<file path="config.mk">
export PLATFORM = sky130hd
export DESIGN_NAME = mxt_ctrl
export DESIGN_NICKNAME = d
export VERILOG_FILES = /design/src/rtl/core/mxt_pkg.sv /design/src/rtl/core/mxt_ctrl.sv
export SDC_FILE = /design/constraint.sdc
export NUM_CORES = 1
export LEC_CHECK = 0
export BUFFER_PORTS_ARGS = -buffer_cell sky130_fd_sc_hd__buf_4
export CORE_UTILIZATION = 55
export CTS_CLUSTER_SIZE = 16
export DETAILED_ROUTE_END_ITERATION = 10
export GPL_TIMING_DRIVEN = 1
export PLACE_DENSITY = 0.78
export SKIP_LAST_GASP = 1
export SYNTH_ARGS = -nofsm -noshare
export SYNTH_HDL_FRONTEND = slang
export SYNTH_SLANG_ARGS = --single-unit
</file>
<file path="constraint.sdc">
create_clock -name clk -period 7.3 [get_ports clk]
set_input_delay 1.095 -clock clk [delete_from_list [all_inputs] [get_ports clk]]
set_output_delay 1.095 -clock clk [all_outputs]
set_load 0.005 [all_outputs]
</file>
<file path="src/rtl/core/mxt_pkg.sv">
package mxt_pkg;

  localparam int KEY_BITS   = 32;
  localparam int POOL_NODES = 4096;
  localparam int IN_W       = 32;
  localparam int OUT_W      = 32;

  localparam int NODE_W = $clog2(POOL_NODES);
  localparam int USED_W = $clog2(POOL_NODES + 1);
  localparam int LVL_W  = (KEY_BITS > 1) ? $clog2(KEY_BITS) : 1;
  localparam int INIT_W = $clog2(KEY_BITS + 2);

  localparam logic [1:0] FUNC_INSERT = 2'd0;
  localparam logic [1:0] FUNC_XOR    = 2'd1;
  localparam logic [1:0] FUNC_QUERY  = 2'd2;

  typedef struct packed {
    logic [NODE_W-1:0] c1;
    logic [NODE_W-1:0] c0;
  } mxt_entry_t;

  typedef struct packed {
    logic              we;
    logic [NODE_W-1:0] waddr;
    mxt_entry_t        wdata;
    logic              re;
    logic [NODE_W-1:0] raddr;
  } mxt_mem_req_t;

  typedef struct packed {
    logic             valid;
    logic [OUT_W-1:0] min_xor;
    logic             status;
  } mxt_res_t;

endpackage

</file>
<file path="src/rtl/core/mxt_ctrl.sv">
module mxt_ctrl (
  input  logic                          clk,
  input  logic                          rst_n,
  input  logic                          start,
  input  logic [1:0]                    func,
  input  logic [mxt_pkg::IN_W-1:0]      operand_value,
  input  logic                          res_take,
  output logic                          ready,
  output mxt_pkg::mxt_res_t             res,
  output mxt_pkg::mxt_mem_req_t         mem_req,
  input  mxt_pkg::mxt_entry_t           mem_rdata
);

  localparam logic [2:0] ST_INIT  = 3'd0;
  localparam logic [2:0] ST_IDLE  = 3'd1;
  localparam logic [2:0] ST_WALK  = 3'd2;
  localparam logic [2:0] ST_ALLOC = 3'd3;
  localparam logic [2:0] ST_DONE  = 3'd4;

  localparam int KB = mxt_pkg::KEY_BITS;
  localparam int NW = mxt_pkg::NODE_W;
  localparam int UW = mxt_pkg::USED_W;
  localparam int LW = mxt_pkg::LVL_W;
  localparam int IW = mxt_pkg::INIT_W;

  logic [2:0]    state_r, state_nxt;
  logic [IW-1:0] init_cnt_r, init_cnt_nxt;
  logic [LW-1:0] lvl_r, lvl_nxt;
  logic [1:0]    func_r, func_nxt;
  logic [KB-1:0] key_r, key_nxt;
  logic [KB-1:0] mask_r, mask_nxt;
  logic [NW-1:0] node_r, node_nxt;
  logic [UW-1:0] used_r, used_nxt;
  logic [NW-1:0] new_r, new_nxt;
  logic [KB-1:0] ans_r, ans_nxt;
  logic          stat_r, stat_nxt;

  logic          sel;
  logic [NW-1:0] child_a, child_b;
  logic [LW-1:0] lvl_dn;
  logic [UW:0]   room_sum;
  logic          full;
  mxt_pkg::mxt_entry_t ent;

  assign lvl_dn   = lvl_r - 1'b1;
  assign sel      = (func_r == mxt_pkg::FUNC_INSERT) ? key_r[lvl_r] : mask_r[lvl_r];
  assign child_a  = sel ? mem_rdata.c1 : mem_rdata.c0;
  assign child_b  = sel ? mem_rdata.c0 : mem_rdata.c1;
  assign room_sum = {1'b0, used_r} + (UW+1)'(lvl_r) + (UW+1)'(1);
  assign full     = room_sum > (UW+1)'(mxt_pkg::POOL_NODES);

  always_comb begin
    state_nxt    = state_r;
    init_cnt_nxt = init_cnt_r;
    lvl_nxt      = lvl_r;
    func_nxt     = func_r;
    key_nxt      = key_r;
    mask_nxt     = mask_r;
    node_nxt     = node_r;
    used_nxt     = used_r;
    new_nxt      = new_r;
    ans_nxt      = ans_r;
    stat_nxt     = stat_r;
    ent          = '0;
    mem_req      = '0;

    unique case (state_r)
      ST_INIT: begin
        mem_req.we    = 1'b1;
        mem_req.waddr = NW'(init_cnt_r);
        if (init_cnt_r < IW'(KB)) begin
          mem_req.wdata.c0 = NW'(init_cnt_r) + NW'(1);
        end
        init_cnt_nxt = init_cnt_r + 1'b1;
        if (init_cnt_r == IW'(KB)) begin
          state_nxt = ST_IDLE;
        end
      end
      ST_IDLE: begin
        if (start) begin
          func_nxt = func;
          key_nxt  = operand_value[KB-1:0] ^ mask_r;
          ans_nxt  = '0;
          stat_nxt = 1'b0;
          case (func)
            mxt_pkg::FUNC_INSERT, mxt_pkg::FUNC_QUERY: begin
              mem_req.re    = 1'b1;
              mem_req.raddr = '0;
              node_nxt      = '0;
              lvl_nxt       = LW'(KB - 1);
              state_nxt     = ST_WALK;
            end
            mxt_pkg::FUNC_XOR: begin
              mask_nxt  = mask_r ^ operand_value[KB-1:0];
              state_nxt = ST_DONE;
            end
            default: begin
              state_nxt = ST_DONE;
            end
          endcase
        end
      end
      ST_WALK: begin
        if (func_r == mxt_pkg::FUNC_INSERT) begin
          if (child_a != '0) begin
            if (lvl_r == '0) begin
              state_nxt = ST_DONE;
            end else begin
              mem_req.re    = 1'b1;
              mem_req.raddr = child_a;
              node_nxt      = child_a;
              lvl_nxt       = lvl_dn;
            end
          end else if (full) begin
            stat_nxt  = 1'b1;
            state_nxt = ST_DONE;
          end else begin
            ent = mem_rdata;
            if (sel) begin
              ent.c1 = used_r[NW-1:0];
            end else begin
              ent.c0 = used_r[NW-1:0];
            end
            mem_req.we    = 1'b1;
            mem_req.waddr = node_r;
            mem_req.wdata = ent;
            new_nxt       = used_r[NW-1:0];
            used_nxt      = used_r + 1'b1;
            state_nxt     = ST_ALLOC;
          end
        end else begin
          if (child_a == '0) begin
            ans_nxt[lvl_r] = 1'b1;
          end
          if ((child_a == '0 && child_b == '0) || lvl_r == '0) begin
            state_nxt = ST_DONE;
          end else begin
            mem_req.re    = 1'b1;
            mem_req.raddr = (child_a != '0) ? child_a : child_b;
            lvl_nxt       = lvl_dn;
          end
        end
      end
      ST_ALLOC: begin
        mem_req.we    = 1'b1;
        mem_req.waddr = new_r;
        if (lvl_r == '0) begin
          state_nxt = ST_DONE;
        end else begin
          if (key_r[lvl_dn]) begin
            ent.c1 = used_r[NW-1:0];
          end else begin
            ent.c0 = used_r[NW-1:0];
          end
          new_nxt  = used_r[NW-1:0];
          used_nxt = used_r + 1'b1;
          lvl_nxt  = lvl_dn;
        end
        mem_req.wdata = ent;
      end
      ST_DONE: begin
        if (res_take) begin
          state_nxt = ST_IDLE;
        end
      end
      default: begin
        state_nxt = ST_IDLE;
      end
    endcase
  end

  always_ff @(posedge clk) begin
    if (!rst_n) begin
      state_r    <= ST_INIT;
      init_cnt_r <= '0;
      mask_r     <= '0;
      used_r     <= UW'(KB + 1);
    end else begin
      state_r    <= state_nxt;
      init_cnt_r <= init_cnt_nxt;
      mask_r     <= mask_nxt;
      used_r     <= used_nxt;
    end
  end

  always_ff @(posedge clk) begin
    lvl_r  <= lvl_nxt;
    func_r <= func_nxt;
    key_r  <= key_nxt;
    node_r <= node_nxt;
    new_r  <= new_nxt;
    ans_r  <= ans_nxt;
    stat_r <= stat_nxt;
  end

  assign ready       = (state_r == ST_IDLE);
  assign res.valid   = (state_r == ST_DONE);
  assign res.min_xor = mxt_pkg::OUT_W'(ans_r);
  assign res.status  = stat_r;

endmodule

</file>
==> impl_metrics.yaml <==
synthesis:
  synth.largest_area_cell: "edfxtp_1"
  synth.yosys.seq_area_share_pct: 45.4
  netlist_instances: 899
  ys_top_cells_by_area: "edfxtp_1 33%, dfxtp_1 12%, nand2_1 4.9%, xnor2_1 4.2%, a21oi_1 4.2%"
  synth_cell_type_count: 71
  synth_area_mm2: 0.00873
  synth_edf_count: 96
  synth-seq-cells: 150
  synth_nets: 975
  ys_warn_count: 0
  avgSynthCellArea_um2: 9.71
  ys.flop_type: "edfxtp_1"
  ys_async_sr_fraction_pct: 0
  synth_top_area_share_pct: 33.0
power:
  power_density_mw_per_mm2: 177
  power_frac_seq_pct: 48.5
  ir_drop_v: 0.000150
  intPower_mw: 1.48
  swShare_pct: 20.5
  p_comb_share_pct: 4.5
  p_switching_mw: 0.382
  leakage_nw: 4.12
  clock_power_share_pct: 47.0
final_layout:
  ff_latch_area_mm2: 0.00396
  layout_commonest_cell: "buf_4"
  fin_util_pct: 68.5
  final_cell_mix: "156 x buf_4, 113 x nand2_1, 96 x edfxtp_1, 77 x nor2_1, 73 x a21oi_1"
  syn_to_final_growth_pct: 20.6
  stdcell_count: 1241
  multi_input_area_mm2: 0.00446
  final_area_mm2: 0.0105
  drive_above_1_share_pct: 21.0
  fill_cells: 1218
  fin_nets: 1093
  diodes: 0
clock_tree:
  cts_tree: "yes"
  cts_inserted_buffers: 17
  post_cts_buffers: 0
  cts.clk_slew.worst_paths_ns: 0.06
  clock_latency_ns: 0.43
  postCtsHoldBufs: 0
  cts_root_buffer: "clkbuf_16"
  clock_sinks: 150
  clk_path_buf_depth: 2
  cts_resized: 0
  htreeDepth: 4
sta:
  maxSlewViolCount: 0
  finalHoldViolCount: 0
  fin_hold_ws_ns: 0.528
  rsz0062_at_grt: "false"
  skew_ns: 0.00743
  min_period_over_period_pct: 79.0
  setup_viol: 0
  worst_pin_slew_ns: 1.04
  period_minus_slack_ns: 5.77
  fin_setup_tns_ns: 0
  clock.fmax_mhz: 173
  relSlewSlack_pct: 30.6
placed_design:
  port_buffers: 146
  place.gp.congestion: 0.917
  dpl_cell_area_mm2: 0.00994
  hpwl_um: 17100
  dp.cells: 1209
grt:
  antenna_found_initial: 0
  grt.overflow.total: 0
  grt_pass1_wl_um: 37700
  grt_pass1_vias: 7017
  grt_use_total_pct: 30.3
  grt_max_degree: 72
critical_path:
  crit_required_ns: 6.20
  reg2reg_slack_ns: 2.77
  crit_path_end_kind: "output port"
  arrival_ns: 4.68
  worstSetupStartpointType: "flop"
  cp_max_fo: 23
  critical_path_class: "flop to output port"
routing:
  vias_per_cell: 6.05
  drtIter0Drc: 922
  drc: 0
  ant_nets: 0
  wirelength_um: 24200
  drt_first_pass_iters: 6
  avgRoutedWirePerCell_um: 19.5
  vias: 7513
die:
  initial_core_util_pct: 56.8
  pin_count: 147
  die_h_um: 128
  core_mm2: 0.0154
  row_count: 45
  fp.dieW_um: 128
  die-area_mm2: 0.0164
min_path:
  hold_path_class: "flop to flop"
job:
  maxCapViolCount: 0
run_status:
  outcome: "finished, final reports clean"
[final cells by class]
type	instances	area share, %
repair buffers	156	11.1
clock inverters	7	0.891
multi-input cells	669	42.3
inverters	23	0.820
flip-flops and latches	150	37.6
well taps	211	2.51
clock buffers	25	4.72
[cell usage after synthesis, types with 21 or more instances]
library cell    n
inv_1          21
and2_1         42
a21oi_1        73
nand3_1        33
mux2i_1        27
xnor2_1        42
dfxtp_1        54
clkbuf_1       38
nor2_1         77
nand2_1       113
xor2_1         35
edfxtp_1       96
[registers in the layout (all words and copies together), names as in the netlist]
name,count
new_r,12
key_r,32
ans_r,32
func_r,2
lvl_r,5
stat_r,1
init_cnt_r,6
node_r,12
state_r,3
mask_r,32
used_r,13
[stage by stage]
stage,total power [mW],setup slack [ns]
floorplan,0.949,1.15
global placement,1.00,2.16
detailed placement,1.00,2.05
CTS,1.87,1.55
global route,1.91,1.24
finish,1.86,1.53
[power groups by stage]
stage | sequential [mW] | clock (mW) | combinational [mW]
finish | 0.903 | 0.875 | 0.0847
global route | 0.903 | 0.919 | 0.0908
CTS | 0.903 | 0.882 | 0.0836
detailed placement | 0.921 | 0 | 0.0831
global placement | 0.921 | 0 | 0.0823
floorplan | 0.918 | 0 | 0.0308
[cell families after synthesis]
kind of cell	count (synthesis)	share of synthesized area, %
AND/OR/NAND/NOR	340	18.7
AO/OA/AOI/OAI	187	13.8
flip-flops	150	45.4
buffers and inverters	80	3.73
XOR/XNOR	77	7.72
multiplexers	51	8.60
adder cells (fa/ha/maj)	14	2.09
[final timing paths]
path | from | to | cells past startpoint
worst max-delay path | lvl_r[0]$_DFFE_PP_ | mem_req[14] | 14
worst min-delay path | used_r[12]$_SDFFE_PN0P_ | used_r[12]$_SDFFE_PN0P_ | 2
worst max register to register | lvl_r[0]$_DFFE_PP_ | new_r[3]$_DFFE_PP_ | 13
worst min register to register | used_r[12]$_SDFFE_PN0P_ | used_r[12]$_SDFFE_PN0P_ | 2
[layer usage]
layer  track usage, %  part of all wire (%)  up-vias
li1                 -                     -     3477
met1             41.6                    42     3545
met2             46.6                    46      420
met3             6.05                   8.7       71
met4             13.5                   3.1        0
met5                0                     0        -
[critical path, stage by stage (launching register included)]
cell and delay, ns:
edfxtp_1 0.35, buf_4 0.25, inv_1 0.23, ha_1 0.24, inv_1 0.06, fa_1 0.41
a211o_1 0.34, a21oi_1 0.13, a21oi_1 0.05, a2111oi_0 0.42, a31oi_1 0.35, nor3_2 0.63
a21o_1 0.43, a221o_1 0.23, buf_4 0.11
Note: power is estimated with default switching activity, not from simulation.
